[config.mk]
export PLATFORM = sky130hd
export DESIGN_NAME = servo_command_packet_framer
export DESIGN_NICKNAME = d
export VERILOG_FILES = /design/src/design/scf_pkg.sv /design/src/design/servo_command_packet_framer.sv /design/src/design/scf_front.sv /design/src/design/scf_queue.sv /design/src/design/scf_back.sv
export SDC_FILE = /design/constraint.sdc
export NUM_CORES = 1
export LEC_CHECK = 0
export ABC_CLOCK_PERIOD_IN_PS = 8070
export BUFFER_PORTS_ARGS = -buffer_cell sky130_fd_sc_hd__buf_2
export CORE_MARGIN = 3
export CORE_UTILIZATION = 56
export DETAILED_ROUTE_END_ITERATION = 10
export GPL_ROUTABILITY_DRIVEN = 0
export MAX_ROUTING_LAYER = met4
export PLACE_DENSITY = 0.86
export SLEW_MARGIN = 20
export SYNTH_ARGS = -nofsm -noshare
export SYNTH_HDL_FRONTEND = slang
export SYNTH_SLANG_ARGS = --single-unit
[constraint.sdc]
create_clock -name clk -period 8.07 [get_ports clk]
set_input_delay 0 -clock clk [delete_from_list [all_inputs] [get_ports clk]]
set_output_delay 0 -clock clk [all_outputs]
set_load 0.03 [all_outputs]
[src/design/scf_pkg.sv]
// Package: shared types, constants and codes for the servo command packet framer.
`timescale 1ns / 1ps

package scf_pkg;

  // Command kinds
  localparam logic [1:0] ACT_MOVE_REL = 2'd0;
  localparam logic [1:0] ACT_MOVE_ABS = 2'd1;
  localparam logic [1:0] ACT_SET_ID   = 2'd2;

  // Configuration register indexes
  localparam logic [1:0] REG_SERVO_ID    = 2'd0;
  localparam logic [1:0] REG_ZERO_OFFSET = 2'd1;
  localparam logic [1:0] REG_LOW_LIMIT   = 2'd2;
  localparam logic [1:0] REG_HIGH_LIMIT  = 2'd3;

  localparam logic [7:0]  RST_SERVO_ID    = 8'd1;
  localparam logic [15:0] RST_ZERO_OFFSET = 16'd512;
  localparam logic [15:0] RST_LOW_LIMIT   = 16'd0;
  localparam logic [15:0] RST_HIGH_LIMIT  = 16'd1023;

  // Packet bytes
  localparam logic [7:0] HDR_BYTE    = 8'hFF;
  localparam logic [7:0] BCAST_ID    = 8'hFE;
  localparam logic [7:0] INSTR_WRITE = 8'h03;
  localparam logic [7:0] ADDR_GOAL   = 8'd30;
  localparam logic [7:0] ADDR_ID     = 8'h03;
  localparam logic [7:0] LEN_GOAL    = 8'd7;
  localparam logic [7:0] LEN_SET_ID  = 8'd4;

  localparam logic [15:0] SPEED_MAX = 16'd1023;

  // Byte positions; the checksum is the last byte of each packet
  localparam int          IDX_W        = 4;
  localparam logic [3:0]  LAST_GOAL    = 4'd10;
  localparam logic [3:0]  LAST_SET_ID  = 4'd7;

  localparam int          QUEUE_DEPTH  = 2;

  typedef struct packed {
    logic [1:0]  action;
    logic [15:0] rel_position;
    logic [15:0] abs_position;
    logic [15:0] speed;
    logic [7:0]  new_id;
  } cmd_t;

  typedef struct packed {
    logic [7:0] tx_byte;
    logic       last_byte;
  } pkt_t;

  // Packet descriptor passed from classifier to serializer.
  // For a set-id packet, pos[7:0] carries the new id.
  typedef struct packed {
    logic        set_id;
    logic [7:0]  id;
    logic [15:0] pos;
    logic [15:0] spd;
  } desc_t;

  typedef struct packed {
    logic [1:0]  index;
    logic [15:0] data;
    logic        wen;
  } cfg_wr_t;

endpackage

[src/design/servo_command_packet_framer.sv]
// Top level: servo command packet framer.
`timescale 1ns / 1ps

// Turns one servo command per transaction into an instruction packet sent as
// a stream of byte transactions, last_byte marking the checksum. A goal
// position packet has 11 bytes, a set-id packet 8; the serializer emits one
// byte per cycle unless the output stalls. Commands are classified on entry;
// rejected relative moves or an unused command code produce no bytes. A
// two-entry queue lets new commands enter while a packet is sent.
// Configuration writes (index 0 servo id, 1 zero offset, 2 low limit,
// 3 high limit) take effect at the next edge and belong in idle periods.

module servo_command_packet_framer (
  input  logic           clk,
  input  logic           rst,
  input  logic           cfg_wen,
  input  logic [1:0]     cfg_index,
  input  logic [15:0]    cfg_wdata,
  input  logic           in_valid,
  output logic           in_stall,
  input  scf_pkg::cmd_t  cmd,
  output logic           out_valid,
  input  logic           out_stall,
  output scf_pkg::pkt_t  pkt
);

  scf_pkg::cfg_wr_t cfg;
  scf_pkg::desc_t   push_desc;
  scf_pkg::desc_t   head;
  logic             push;
  logic             pop;
  logic             full;
  logic             head_valid;
  logic             cmd_take;

  assign cfg.wen   = cfg_wen;
  assign cfg.index = cfg_index;
  assign cfg.data  = cfg_wdata;

  assign in_stall = full;
  assign cmd_take = in_valid && !full;

  scf_front u_front (
    .clk      (clk),
    .rst      (rst),
    .cfg      (cfg),
    .cmd      (cmd),
    .cmd_take (cmd_take),
    .push     (push),
    .desc     (push_desc)
  );

  scf_queue u_queue (
    .clk        (clk),
    .rst        (rst),
    .push       (push),
    .push_desc  (push_desc),
    .pop        (pop),
    .full       (full),
    .head_valid (head_valid),
    .head       (head)
  );

  scf_back u_back (
    .clk        (clk),
    .rst        (rst),
    .head_valid (head_valid),
    .head       (head),
    .pop        (pop),
    .out_valid  (out_valid),
    .out_stall  (out_stall),
    .pkt        (pkt)
  );

endmodule

[src/design/scf_front.sv]
// Command classifier: config registers, range checks, descriptor generation.
`timescale 1ns / 1ps

module scf_front (
  input  logic             clk,
  input  logic             rst,
  input  scf_pkg::cfg_wr_t cfg,
  input  scf_pkg::cmd_t    cmd,
  input  logic             cmd_take,
  output logic             push,
  output scf_pkg::desc_t   desc
);

  logic [7:0]  servo_id;
  logic [15:0] zero_offset;
  logic [15:0] low_limit;
  logic [15:0] high_limit;

  logic signed [17:0] target;
  logic               in_range;

  always_ff @(posedge clk) begin
    if (rst) begin
      servo_id    <= scf_pkg::RST_SERVO_ID;
      zero_offset <= scf_pkg::RST_ZERO_OFFSET;
      low_limit   <= scf_pkg::RST_LOW_LIMIT;
      high_limit  <= scf_pkg::RST_HIGH_LIMIT;
    end else if (cfg.wen) begin
      unique case (cfg.index)
        scf_pkg::REG_SERVO_ID:    servo_id    <= cfg.data[7:0];
        scf_pkg::REG_ZERO_OFFSET: zero_offset <= cfg.data;
        scf_pkg::REG_LOW_LIMIT:   low_limit   <= cfg.data;
        scf_pkg::REG_HIGH_LIMIT:  high_limit  <= cfg.data;
        default: ;
      endcase
    end
  end

  // Relative target without wrap: sign-extended offset plus unsigned zero point
  assign target = $signed({{2{cmd.rel_position[15]}}, cmd.rel_position})
                + $signed({2'b00, zero_offset});

  assign in_range = (target >= $signed({2'b00, low_limit}))
                 && (target <= $signed({2'b00, high_limit}))
                 && (cmd.speed <= scf_pkg::SPEED_MAX);

  always_comb begin
    desc.set_id = 1'b0;
    desc.id     = servo_id;
    desc.pos    = cmd.abs_position;
    desc.spd    = cmd.speed;
    push        = 1'b0;
    unique case (cmd.action)
      scf_pkg::ACT_MOVE_REL: begin
        desc.pos = target[15:0];
        push     = cmd_take && in_range;
      end
      scf_pkg::ACT_MOVE_ABS: begin
        push = cmd_take;
      end
      scf_pkg::ACT_SET_ID: begin
        desc.set_id = 1'b1;
        desc.id     = scf_pkg::BCAST_ID;
        desc.pos    = {8'd0, cmd.new_id};
        push        = cmd_take;
      end
      default: ;
    endcase
  end

endmodule

[src/design/scf_queue.sv]
// Two-entry descriptor queue between classifier and serializer.
`timescale 1ns / 1ps

module scf_queue (
  input  logic           clk,
  input  logic           rst,
  input  logic           push,
  input  scf_pkg::desc_t push_desc,
  input  logic           pop,
  output logic           full,
  output logic           head_valid,
  output scf_pkg::desc_t head
);

  scf_pkg::desc_t entries [scf_pkg::QUEUE_DEPTH];
  logic           wr_ptr;
  logic           rd_ptr;
  logic [1:0]     count;

  assign full       = (count == 2'(scf_pkg::QUEUE_DEPTH));
  assign head_valid = (count != 2'd0);
  assign head       = entries[rd_ptr];

  always_ff @(posedge clk) begin
    if (push) begin
      entries[wr_ptr] <= push_desc;
    end
  end

  always_ff @(posedge clk) begin
    if (rst) begin
      wr_ptr <= 1'b0;
      rd_ptr <= 1'b0;
      count  <= 2'd0;
    end else begin
      if (push) wr_ptr <= ~wr_ptr;
      if (pop)  rd_ptr <= ~rd_ptr;
      unique case ({push, pop})
        2'b10:   count <= count + 2'd1;
        2'b01:   count <= count - 2'd1;
        default: count <= count;
      endcase
    end
  end

`ifndef ASSERT_OFF
  a_no_overflow: assert property (@(posedge clk) disable iff (rst)
    push |-> (!full || pop))
    else $error("queue push while full");
  a_no_underflow: assert property (@(posedge clk) disable iff (rst)
    pop |-> head_valid)
    else $error("queue pop while empty");
`endif

endmodule

[src/design/scf_back.sv]
// Packet serializer: one byte per transaction, running checksum, output register.
`timescale 1ns / 1ps

module scf_back (
  input  logic           clk,
  input  logic           rst,
  input  logic           head_valid,
  input  scf_pkg::desc_t head,
  output logic           pop,
  output logic           out_valid,
  input  logic           out_stall,
  output scf_pkg::pkt_t  pkt
);

  logic [scf_pkg::IDX_W-1:0] idx;
  logic [7:0]                sum;
  logic [7:0]                byte_val;
  logic [scf_pkg::IDX_W-1:0] last_idx;
  logic                      is_last;
  logic                      load;

  assign last_idx = head.set_id ? scf_pkg::LAST_SET_ID : scf_pkg::LAST_GOAL;
  assign is_last  = (idx == last_idx);
  assign load     = head_valid && (!out_valid || !out_stall);
  assign pop      = load && is_last;

  always_comb begin
    byte_val = scf_pkg::HDR_BYTE;
    if (is_last) begin
      byte_val = ~sum;
    end else if (head.set_id) begin
      unique case (idx)
        4'd2:    byte_val = scf_pkg::BCAST_ID;
        4'd3:    byte_val = scf_pkg::LEN_SET_ID;
        4'd4:    byte_val = scf_pkg::INSTR_WRITE;
        4'd5:    byte_val = scf_pkg::ADDR_ID;
        4'd6:    byte_val = head.pos[7:0];
        default: byte_val = scf_pkg::HDR_BYTE;
      endcase
    end else begin
      unique case (idx)
        4'd2:    byte_val = head.id;
        4'd3:    byte_val = scf_pkg::LEN_GOAL;
        4'd4:    byte_val = scf_pkg::INSTR_WRITE;
        4'd5:    byte_val = scf_pkg::ADDR_GOAL;
        4'd6:    byte_val = head.pos[7:0];
        4'd7:    byte_val = head.pos[15:8];
        4'd8:    byte_val = head.spd[7:0];
        4'd9:    byte_val = head.spd[15:8];
        default: byte_val = scf_pkg::HDR_BYTE;
      endcase
    end
  end

  always_ff @(posedge clk) begin
    if (rst) begin
      idx       <= '0;
      sum       <= '0;
      out_valid <= 1'b0;
    end else begin
      if (!out_valid || !out_stall) begin
        out_valid <= head_valid;
      end
      if (load) begin
        idx <= is_last ? '0 : idx + 4'd1;
        // header bytes stay out of the checksum
        sum <= (idx < 4'd2) ? 8'd0 : sum + byte_val;
      end
    end
  end

  always_ff @(posedge clk) begin
    if (load) begin
      pkt.tx_byte   <= byte_val;
      pkt.last_byte <= is_last;
    end
  end

`ifndef ASSERT_OFF
  a_idx_bound: assert property (@(posedge clk) disable iff (rst)
    head_valid |-> (idx <= last_idx))
    else $error("byte index past end of packet");
  a_mid_packet_head: assert property (@(posedge clk) disable iff (rst)
    (idx != 4'd0) |-> head_valid)
    else $error("packet in progress lost its descriptor");
  a_header_first: assert property (@(posedge clk) disable iff (rst)
    (load && idx == 4'd0) |=> (out_valid && pkt.tx_byte == scf_pkg::HDR_BYTE
                               && !pkt.last_byte))
    else $error("packet does not open with header byte");
`endif

endmodule
; ---- Word level (Yosys, flattened, before mapping)
; Memory sizes are Yosys's and may differ from the RTL's. A register that Yosys moved wholly into a read port is not among the register bits.
; Index checks and enable logic that the tools add are counted.
[totals]
mem_bits_rw = 82
register_bits = 82
input_bits = 81
n_memories = 1
[classes]
n_lt_le_gt_ge = 4
n_addsub = 5
bitwise_logic = 3
n_mux = 15
eq_ne = 17
n_reduce_logical = 20
[memory_table]
columns = name, depth, word_bits, rd, rd_clocked_by_memory_dff, write_ports, line
row1 = u_queue.entries, 2, 41, 1, 1, 1, scf_queue.sv:15  ; scf_pkg::desc_t entries [scf_pkg::QUEUE_DEPTH];
[ops]
columns = op, count
row1 = $pmux W8 S8, 1
row2 = $pmux W16 S2, 1
row3 = $pmux W8 S4, 1
row4 = $mux W8, 3
row5 = $add A16 B17 Y18, 1
row6 = $ge A18 B17 Y1, 1
row7 = $le A18 B17 Y1, 1
row8 = $eq A4 B3 Y1 const B, 4
row9 = $le A16 B10 Y1 const B, 1
row10 = $eq A2 B2 Y1 const B, 5
row11 = $mux W9, 1
row12 = $add A8 B8 Y8, 1
row13 = $eq A4 B2 Y1 const B, 2
row14 = $eq A4 B4 Y1 const B, 2
row15 = $mux W4, 2
row16 = $not A8 Y8, 1
row17 = $reduce_and A2 Y1, 4
row18 = $eq A2 B1 Y1 const B, 3
row19 = $logic_and A1 B1 Y1, 6
row20 = $add A4 B1 Y4 const B, 1
row21 = $eq A4 B4 Y1, 1
row22 = $logic_not A2 Y1, 2
row23 = $lt A4 B2 Y1 const B, 1
row24 = $mux W1, 4
row25 = other kinds (9), 14

; ---- Longest topological paths before layout
; Gate-level depths: netlist of run 1.
[logic_depth]
word_depth = 8
depth_mapped = 21

; ---- Hierarchy
; Synthesis of run 1 repeated with hierarchy kept, for this count alone.
[hier_totals]
hier_cells = 876
area_unflattened_um2 = 8891.0
[by_module_without_submodules]
columns = module, cells_per_inst, seq_area_each_um2, area_per_inst_um2, n_inst
row1 = scf_front, 521, 1121.1, 4032.6, 1
row2 = scf_queue, 150, 2562.5, 3155.5, 1
row3 = scf_back, 204, 530.5, 1689.1, 1
row4 = servo_command_packet_framer, 1, 0.0, 13.8, 1

; ---- Worst setup path before layout of run 1
; OpenSTA, ideal clock, no wires.
[synth_timing]
kind = reg2reg
start = reg u_front.zero_offset[0]
end = mem u_queue.entries[1][0] (netlist name) (enable)
period_less_slack_ns = 5.777
path_buffers = 0
t_required_ns = 7.626
path_slack_ns = 2.293
arrival_time_ns = 5.333
stages_incl_launch_ff = 19
path_cell_list = dfxtp_1 > ha_1 > fa_1 > a211o_1 > a21oi_2 > o2bb2ai_2 > nor2b_1 > a211oi_1 > o21ai_1 > xor2_1 > ha_1 > nand3_1 > nor2_1 > a221oi_1 > nand2_1 > a21o_1 > a21oi_1 > a31oi_4 > nor2b_1
[synth_between]
elab_chain_len = 8
elab_cells_between_ends = 9
classes_between = add/sub: 1 / order compare: 2 / mux: 3 / reduce/logical: 3
[synth_rtl]
columns = item, line
row1 = start: declaration, scf_front.sv:15  ; logic [15:0] zero_offset;
row2 = start signal: assignment, scf_front.sv:25  ; zero_offset <= scf_pkg::RST_ZERO_OFFSET;
row3 = start signal: assignment, scf_front.sv:31  ; scf_pkg::REG_ZERO_OFFSET: zero_offset <= cfg.data;
row4 = $add A16 B17 Y18 (*), scf_front.sv:41  ; + $signed({2'b00, zero_offset});
row5 = $ge A18 B17 Y1 / $le A18 B17 Y1 (equally long branches), "scf_front.sv:43, scf_front.sv:44"
row6 = $logic_and A1 B1 Y1 (*), scf_front.sv:44  ; && (target <= $signed({2'b00, high_limit}))
row7 = $logic_and A1 B1 Y1 (*), scf_front.sv:45  ; && (cmd.speed <= scf_pkg::SPEED_MAX);
row8 = $logic_and A1 B1 Y1 (*), scf_front.sv:56  ; push = cmd_take && in_range;
row9 = $pmux W1 S2 (*), scf_front.sv:53  ; unique case (cmd.action)
row10 = $mux W1 (*), scf_queue.sv:25  ; if (push) begin
row11 = $mux W1 (implied by the code) (*), scf_queue.sv:26  ; entries[wr_ptr] <= push_desc;
row12 = end: declaration, scf_queue.sv:15
; Every way passes the cells marked *; elsewhere a longest branch is shown, timed or not.

; ---- Worst setup path after layout of run 1
[layout_timing]
start = reg u_front.zero_offset[0]
end = mem u_queue.entries[0][1] (netlist name) (enable)
; The elaborated chain is that of the path after synthesis.

==> results of run 1 <==
-- cell usage after synthesis, drive strengths merged, types with 5 or more instances --
library cell    n
o22ai           7
nor3            9
edfxtp         91
a21o            7
dfxtp          74
o21ai          33
xor2            5
nor2           65
a31oi           7
inv            46
xnor2          16
a211o          11
nand2         127
a22o           10
a21oi          87
clkbuf         26
or2             8
a22oi          23
mux2i          31
nand3           7
a211oi          9
nand2b          9
ha             64
nor2b          11
buf            11
-- path summary, 6_finish.rpt --
path / startpoint / to / slack (ns) / depth (start not counted)
worst max-delay path: u_front.zero_offset[0] / u_queue.entries[0][1] / 2.90 / 19
worst min-delay path: cmd[7] / u_queue.entries[1][23] / 0.02 / 3
worst max register to register: u_front.zero_offset[0] / u_queue.entries[0][1] / 2.90 / 19
worst min register to register: u_front.high_limit[10] / u_front.high_limit[10] / 0.45 / 2
-- registers in the layout, summed over array words and instances, names as in the netlist, named ones only --
signal and cells:
u_queue.count 2, u_back.idx 4, u_front.low_limit 16, u_front.servo_id 8, u_front.zero_offset 16, u_front.high_limit 16, u_queue.rd_ptr 1, u_queue.entries 82
u_back.out_valid 1, u_queue.wr_ptr 1, u_back.pkt 9, u_back.sum 8
-- report_power, final --
part / switching, mW / leakage, nW / internal (mW)
combinational: 0.168 / 2.30 / 0.118
sequential: 0.0142 / 1.43 / 0.925
clock: 0.333 / 0.298 / 0.546
-- final cells by class --
| class | instances | area (sq um) |
|---|---|---|
| Clock buffer | 18 | 429 |
| Clock inverter | 14 | 208 |
| Fill cell | 1005 | 4350 |
| Inverter | 46 | 173 |
| Multi-Input combinational cell | 612 | 4050 |
| Sequential cell | 165 | 4220 |
| Tap cell | 184 | 230 |
| Timing Repair Buffer | 155 | 1100 |
-- routing by layer --
metal / track usage [%] / vias to the layer above / wire length, um
met3: 5.56 / 64 / 1600
met5: - / - / 0
met2: 46.1 / 351 / 11100
li1: - / 3375 / -
met1: 35.1 / 3379 / 9050
met4: 13.1 / 0 / 1020
-- cells by family after synthesis --
kind of cell | share of synthesized area [%]
simple gates | 14.3
compound gates | 16.8
xor+xnor | 2.15
flops | 49.2
mux | 4.06
fa+ha+maj | 9.82
buf+inv | 3.71
-- critical path: cells and delay by family (launching register included) --
kind / cells / cell delay [ns]
compound gates: 9 / 2.07
buf+inv: 1 / 0.24
flops: 1 / 0.31
fa+ha+maj: 3 / 0.99
simple gates: 5 / 0.95
xor+xnor: 1 / 0.29
-- through the flow --
| stage | worst slack [ns] | area (sq um) |
|---|---|---|
| floorplan | 2.29 | 8570 |
| global placement | 2.96 | 9180 |
| detailed placement | 2.78 | 9180 |
| CTS | 2.70 | 10400 |
| global route | 2.56 | 10400 |
| finish | 2.90 | 10400 |
-- timing repair --
| action | 4_1_cts | 5_1_grt |
|---|---|---|
| hold buffers | 54 | 0 |
| setup endpoints to repair | 0 | 0 |
| hold endpoints to repair | 117 | 0 |
==> out/metrics.csv, run 1 <==
metric,value,unit
Post-synth EDFFs,91,
Max-cap violations,0,
via count of the first global-routing pass,7018,
RSZ-0062 raised after global routing,false,
Routed Antenna Nets,0,
sequential share of the synthesized area,49.2,%
nets,1144,
CP max stage cell,nor2_4,
CTS tree,built,
critical path class,flop to flop,
H-tree Lvls,4,
Hold WS,0.0214,ns
area grow syn2layout,21.5,%
CTS sink cnt,165,
Worst-Skew Late Latency,0.43,ns
CP most frequent cell,ha_1,
Final period util,64.1,%
WP data required,8.21,ns
Post-Syn Area,0.00857,sq mm
post-synthesis register bit count,165,
IO Count,92,
clock slew at the register clock pins of the worst setup and hold paths,0.07,ns
layout cells sized above 1,15.1,%
"Max FO, Critical Path",22,
HPWL Detailed,15400,um
GRT Resource Usage Total,28.7,%
clock buffer depth,2,
area of the die,0.0168,sq mm
CTS root buffer,clkbuf_16,
Final Skew,0.0111,ns
Most used DFF post-synth,edfxtp_1,
Core ar.,0.0148,sq mm
"Core Util, Final",70.5,%
area fraction of the dominant cell type after synthesis,31.9,%
final wirelength,22700,um
largest cells by area after synthesis,"edfxtp_1, dfxtp_1, ha_1",
pwr/cell area,202,mW/mm^2
hold crit path type,input pin to flop,
initial antenna violation count,0,
# rows,44,
DP Cell Count,1106,
Syn Nets,1007,
syn avg cell area,9.96,sq um
worst-path cell chain,ha_1 -> fa_1 -> a211o_1 -> a21oi_2 -> o2bb2ai_2 -> nor2b_1 -> a211oi_1 -> o21ai_1 -> xor2_1 -> ha_1 -> nand3_1 -> nor2_1 -> a221oi_1 -> nand2_1 -> a21o_1 -> a21oi_1 -> a31oi_4 -> nor2_4 -> buf_16,
final instance count without filler cells,1194,
slew margin rel.,32.2,%
Final setup violation count,0,
leading area contributor after synthesis,edfxtp_1,
post-DR vias/cell,6.00,
initial DRC count,976,
Worst-Margin Slew,1.02,ns
wire length per cell,19.0,um
async set-reset flop share out of synthesis,0,%
setup TNS,0,ns
Critical Path End Type,flop,
Setup Buffers After CTS,0,
Netlist cell types,63,
ANT cells,0,
Fin. Hold Viols,0,
die width,130,um
Yosys warning count,0,
FMAX,0.193,GHz
number of buffers added on ports,91,
Num CTS Buffers,17,
VDD IR-drop max,0.000162,V
DRC viols,0,
post-cts sizing count,0,
Tot Pwr,2.10,mW
first-pass GRT wire length,36200,um
biggest cell delay along the critical path,0.60,ns
"commonest non-fill, non-tap cell in the layout",nand2_1,
outcome,finished clean,
Initial Utilization,58.1,%
First-pass DRT Iterations,5,
largest net degree at the start of global routing,76,
crit path time final,5.17,ns
final count of pins violating max slew,0,
via count,7169,
critical path startpoint category,flop,
"Data arrival, critical path",5.31,ns
total grt overflow,0,
LEAKAGE,4.03,nW
Die Ht,130,um
Gate Count Post-Synth,860,
highest-count cells in the layout ignoring fill and taps,"nand2_1, buf_2, edfxtp_1, a21oi_1, dfxtp_1",
Note: power is estimated with default switching activity, not from simulation.
==> run 2, diff against run 1 <==
ABC_AREA = 1   (was unset)
ABC_CLOCK_PERIOD_IN_PS = 5200   (was 8070)
clock period = 5.2 ns   (was 8.07 ns; I/O delays follow)
==> run 2 against run 1 <==
Worst hold slack lost 0.0090 ns. Clock-buffer cell count shrank 1. Critical path type unchanged. Utilization shrank 0.39 points. Setup slack lost 1.8 ns. Critical endpoint is now u_queue.entries[0][5]. Highest routed layer unchanged. Synthesized area grew 0.47%. Maximum frequency grew 26%. Clock skew is essentially flat. Largest cell class unchanged.
==> out/metrics.csv, run 2 <==
metric,value,unit
GRT Resource Usage Total,27.7,%
Final setup violation count,0,
die width,130,um
RSZ-0062 raised after global routing,false,
H-tree Lvls,4,
most frequent cell after synthesis,nand2_1,
Crit Reg-Reg Startpoint,u_front.zero_offset[0],
syn avg cell area,8.52,sq um
highest-count cells in the layout ignoring fill and taps,"nand2_1, inv_1, a21oi_1",
Crit Reg-Reg Endpoint,u_queue.entries[0][5],
sequential share of the synthesized area,49.0,%
# rows,44,
Fin. Hold Viols,0,
nets,1303,
Worst-Skew Late Latency,0.43,ns
CTS tree,built,
biggest cell delay along the critical path,0.47,ns
post-DR vias/cell,5.62,
CP most frequent cell,nand2_1,
Tot Pwr,3.27,mW
Hold Crit Start,rst,
flip-flop and latch area,0.00421,sq mm
CTS root buffer,clkbuf_16,
worst-path cell chain,ha_1 -> fa_1 -> nand3_1 -> nand2_1 -> nand2_1 -> nand2_1 -> a21oi_1 -> o21ai_0 -> xor2_1 -> ha_1 -> nand2_1 -> nor2_1 -> a211oi_1 -> nand2_1 -> nand2_1 -> nand2_1 -> nand2_1 -> nand3_1 -> nand2_1 -> nand2_1 -> nor2_4 -> buf_4,
Initial Utilization,58.1,%
Post-synth EDFFs,91,
initial antenna violation count,0,
pre-CTS setup slack,1.17,ns
Routed Antenna Nets,0,
number of buffers added on ports,91,
critical path class,flop to flop,
initial DRC count,767,
HPWL Detailed,15000,um
placed inst area,0.00927,sq mm
crit path time final,4.11,ns
final count of pins violating max slew,0,
fillers,1039,
Hold Path Sink,u_back.sum[5],
Final period util,79.1,%
WHS Path Cells,2,
WP data required,5.26,ns
First-pass DRT Iterations,5,
compound-cell area share of the yosys netlist,13.6,%
main combinational cell family by area after synthesis,simple AND/OR/NAND/NOR gates,
Worst-Margin Slew,0.823,ns
adder-cell share of the synthesized area,9.77,%
via count,7602,
ANT cells,0,
multi-input combinational cell area,0.00388,sq mm
leading area contributor after synthesis,edfxtp_1,
IO Count,92,
hold crit path type,input pin to flop,
"delay-heaviest family, CP",simple AND/OR/NAND/NOR gates,
area fraction of the dominant cell type after synthesis,31.8,%
setup TNS,0,ns
Netlist cell types,44,
Finished Cell Area,0.0104,sq mm
Core ar.,0.0148,sq mm
simple-gate share of the synthesized area,20.1,%
Final Skew,0.0109,ns
mux contribution to synthesized area,0.116,%
LEAKAGE,4.62,nW
largest net degree at the start of global routing,51,
Most used DFF post-synth,edfxtp_1,
via count of the first global-routing pass,7388,
clock buffer depth,2,
total grt overflow,0,
wire length per cell,16.2,um
critical path startpoint category,flop,
CP max stage cell,buf_4,
Top reg by flops,u_queue.entries,
DRC viols,0,
reg2reg setup slack,1.09,ns
Setup Buffers After CTS,0,
first-pass GRT wire length,35500,um
"Max FO, Critical Path",41,
layout cells sized above 1,13.3,%
WP buf/inv,1,
slew margin rel.,45.1,%
Num CTS Buffers,17,
Critical Path End Type,flop,
final wirelength,22000,um
"Data arrival, critical path",4.18,ns
largest cells by area after synthesis,"edfxtp_1, dfxtp_1, nand2_1",
Yosys warning count,0,
Syn Nets,1157,
async set-reset flop share out of synthesis,0,%
CTS sink cnt,165,
Gate Count Post-Synth,1010,
post-synthesis register bit count,165,
"commonest non-fill, non-tap cell in the layout",nand2_1,
pwr/cell area,314,mW/mm^2
Die Ht,130,um
XOR/XNOR Fraction of Synth Area,1.53,%
Max-cap violations,0,
Levels on crit path,22,
Largest register FFs,82,
area grow syn2layout,20.7,%
clock slew at the register clock pins of the worst setup and hold paths,0.07,ns
Post-Syn Area,0.00861,sq mm
R2R depth,22,
area of the die,0.0169,sq mm
FMAX,0.243,GHz
outcome,finished clean,
setup ws final,1.09,ns
Post-synth top cells,"nand2_1, inv_1, a21oi_1",
VDD IR-drop max,0.000248,V
[run 2: area by class of cell]
class | instances | share of cell area, %
clock inverter | 15 | 1.52
multi-input combinational | 708 | 37.4
tap | 184 | 2.22
inverter | 110 | 3.97
sequential | 165 | 40.6
clock buffer | 17 | 4.09
timing repair buffer | 154 | 10.2
[run 2: how the worst max path moves through the flow]
stage | start | end | slack, ns
2_1_floorplan | u_front.zero_offset[0] | u_queue.entries[0][0] | 0.31
3_3_place_gp | u_front.zero_offset[0] | u_queue.entries[0][0] | 1.29
3_5_place_dp | u_front.zero_offset[0] | u_queue.entries[0][0] | 1.17
4_1_cts | u_front.zero_offset[0] | u_queue.entries[0][5] | 1.13
5_1_grt | u_front.zero_offset[0] | u_queue.entries[0][33] | 0.76
6_report | u_front.zero_offset[0] | u_queue.entries[0][5] | 1.09
[run 2: routing by layer]
metal	track usage, %	part of all wire [%]	up-vias
met1	32.9	40	3482
met3	5.36	6.7	68
li1	-	-	3698
met4	12.4	3.8	0
met5	-	0	-
met2	45.9	49	354
[run 2: cell families (layout without fill, tap and decap cells)]
| family | Yosys count | count (layout) |
|---|---|---|
| and+or+nand+nor | 415 | 415 |
| muxes | 1 | 1 |
| DFF | 165 | 165 |
| xor gates and xnor gates | 15 | 15 |
| AOI/OAI and AO/OA | 211 | 211 |
| buffers and inverters | 137 | 296 |
| adders and majority gates | 66 | 66 |
[run 2: stage by stage]
step / util, % / hold WS, ns / instances
after global placement: 62.6 / 0.196 / 1267
after CTS: 70.2 / 0.00676 / 1353
after detailed placement: 62.6 / 0.195 / 1267
final: 70.2 / 0.0125 / 1353
after global routing: 70.2 / 0.0336 / 1353
after floorplan: - / 0.0989 / 1010
[run 2: where the power goes]
group | total, mW | internal (mW) | switching [mW]
registers | 1.47 | 1.45 | 0.0235
logic | 0.557 | 0.213 | 0.344
clock network | 1.24 | 0.708 | 0.529
[run 2: what timing repair did]
item                       4_1_cts  5_1_grt
hold endpoints to repair       117        0
resized for setup                0        0
hold buffers                    54        0
setup endpoints to repair        0        0
==> run 3, diff against run 2 <==
ABC_AREA = 0   (was 1)
ABC_CLOCK_PERIOD_IN_PS = 4000   (was 5200)
clock period = 4 ns   (was 5.2 ns; I/O delays follow)
==> run 3 against run 2 <==
Final cell count shrank 6.0%. Clock power increased by 20%. Sequential share of layout area fell by 2.8 points. Via count up 3.9%. Register-to-register slack lost 1.6 ns. Clock skew rose by 0.0020 ns. Flip-flop and latch count did not move. Routed wire length increased by 21%. Clock-buffer cell count rose by 4. The run now ends with setup timing left. Critical path depth unchanged.
==> out/metrics.csv, run 3 (synthesis gave the netlist of run 1 again) <==
metric,value,unit
Core ar.,0.0148,sq mm
H-tree Lvls,4,
Worst-Skew Late Latency,0.44,ns
Final period util,112,%
"Max FO, Critical Path",7,
CTS tree,built,
Routed Antenna Nets,0,
CP max stage cell,dfxtp_2,
Crit Reg-Reg Startpoint,u_front.zero_offset[0],
Top reg by flops,u_queue.entries,
CTS sink cnt,165,
CTS root buffer,clkbuf_16,
largest net degree at the start of global routing,41,
area of the die,0.0168,sq mm
violated checks,setup timing,
clock slew at the register clock pins of the worst setup and hold paths,0.07,ns
critical path startpoint category,flop,
pwr/cell area,367,mW/mm^2
Final Skew,0.0129,ns
area grow syn2layout,30.6,%
GR peak layer,met2,
wire length per cell,20.9,um
"Core Util, Final",75.8,%
ANT cells,0,
via count of the first global-routing pass,7450,
number of buffers added on ports,91,
setup TNS,-36.05,ns
R2R depth,22,
fillers,961,
final count of pins violating max slew,0,
Initial Utilization,58.1,%
Num CTS Buffers,17,
LEAKAGE,4.43,nW
first-pass GRT wire length,39400,um
crit path time final,4.49,ns
WP buf/inv,4,
worst-path cell chain,ha_4 -> fa_2 -> a211o_1 -> a21oi_2 -> o2bb2ai_2 -> nor2b_2 -> a211oi_4 -> o21ai_2 -> xor2_1 -> ha_1 -> nand3_2 -> nor2_1 -> a221oi_2 -> nand2_1 -> a21o_1 -> a21oi_2 -> a31oi_4 -> buf_6 -> buf_12 -> nor2_4 -> buf_6 -> clkbuf_16,
slew margin rel.,34.7,%
Crit Reg-Reg Endpoint,u_queue.entries[0][39],
Final setup violation count,85,
WP data required,4.15,ns
critical path class,flop to flop,
via count,7900,
nets,1222,
Largest register FFs,82,
Fin. Hold Viols,0,
First-pass DRT Iterations,7,
grt met1 use,36.3,%
M3 GR Usage,6.43,%
HPWL Detailed,16700,um
IO Count,92,
Hold Crit Start,cmd[38],
initial DRC count,920,
hold crit path type,input pin to flop,
"Data arrival, critical path",4.65,ns
biggest cell delay along the critical path,0.33,ns
Worst-Margin Slew,0.979,ns
GRT Resource Usage Total,31.8,%
final wirelength,26600,um
FMAX,0.223,GHz
"commonest non-fill, non-tap cell in the layout",nand2_1,
setup ws final,-0.493,ns
Tot Pwr,4.10,mW
layout cells sized above 1,23.9,%
clock buffer depth,2,
initial antenna violation count,0,
Critical Path End Type,flop,
# rows,44,
Die Ht,130,um
VDD IR-drop max,0.000350,V
total grt overflow,0,
highest-count cells in the layout ignoring fill and taps,"nand2_1, buf_2, edfxtp_1, a21oi_1, buf_4",
Hold Path Sink,u_queue.entries[0][30],
WHS Path Cells,2,
Max-cap violations,0,
"delay-heaviest family, CP",compound AO/OA/AOI/OAI gates,
outcome,"finished, violations left",
RSZ-0062 raised after global routing,true,
post-DR vias/cell,6.21,
reg2reg setup slack,-0.49,ns
met2 usage,53.7,%
DRC viols,0,
die width,130,um
[run 3: changes by cell type in the layout (fill, tap and decap cells not counted), sizes merged, moves of 29 or more]
cell / previous run / this run
nand2: 246 / 127
mux2i: 1 / 31
nor2: 94 / 65
buf: 100 / 176
inv: 110 / 49
o21ai: 71 / 33
[run 3: worst reg2reg max path, delay by kind of cell (launching register included)]
family / cells / cell delay, ns
buffers and inverters: 4 / 0.60
XOR/XNOR: 1 / 0.29
adder cells (fa/ha/maj): 3 / 0.82
AO/OA/AOI/OAI: 9 / 1.73
flip-flops: 1 / 0.33
AND/OR/NAND/NOR: 5 / 0.44
[run 3: area by class of cell]
class | count | area [sq um] | area share (%)
multi-input cells | 612 | 4200 | 37.6
repair buffers | 233 | 1840 | 16.5
well taps | 184 | 230 | 2.06
flip-flops and latches | 165 | 4230 | 37.8
clock buffers | 21 | 440 | 3.94
clock inverters | 11 | 76.3 | 0.682
inverters | 46 | 173 | 1.54
[run 3: repair_timing]
item | CTS | global route
endpoints found under the hold margin | 115 | 0
hold buffers | 54 | 0
resized for setup | 19 | 30
setup endpoints to repair | 86 | 87
buffers inserted | 12 | 5
gates cloned | 4 | 3
pin swaps | 7 | 20
[run 3: report_power, final]
| part | switching, mW | internal (mW) | total (mW) |
|---|---|---|---|
| clock | 0.691 | 0.795 | 1.49 |
| sequential | 0.0309 | 1.87 | 1.90 |
| combinational | 0.394 | 0.324 | 0.718 |
| total | 1.12 | 2.98 | 4.10 |
[run 3: layer usage]
layer / up-vias / part of all wire, %
met3: 112 / 8.8
li1: 3541 / -
met2: 550 / 50
met5: - / 0
met1: 3697 / 36
met4: 0 / 5.2
[run 3: how the worst max path moves through the flow]
stage / end / cells after the start / start
finish: u_queue.entries[0][39] / 22 / u_front.zero_offset[0]
global route: u_queue.entries[0][39] / 23 / u_front.zero_offset[1]
CTS: u_queue.entries[0][32] / 21 / u_front.zero_offset[0]
detailed placement: u_queue.count[1] / 19 / u_front.zero_offset[1]
global placement: u_queue.count[1] / 20 / u_front.zero_offset[0]
floorplan: u_queue.entries[1][0] / 18 / u_front.zero_offset[0]
[run 3: per-stage QoR]
step	setup slack [ns]	cells	instance area (sq um)	hold WS, ns
floorplan	-0.332	860	8610	0.0989
global placement	-0.165	1166	9710	0.194
detailed placement	-0.327	1166	9710	0.194
CTS	-0.329	1267	11100	0.00437
global route	-0.622	1272	11200	0.00759
finish	-0.493	1272	11200	0.0167
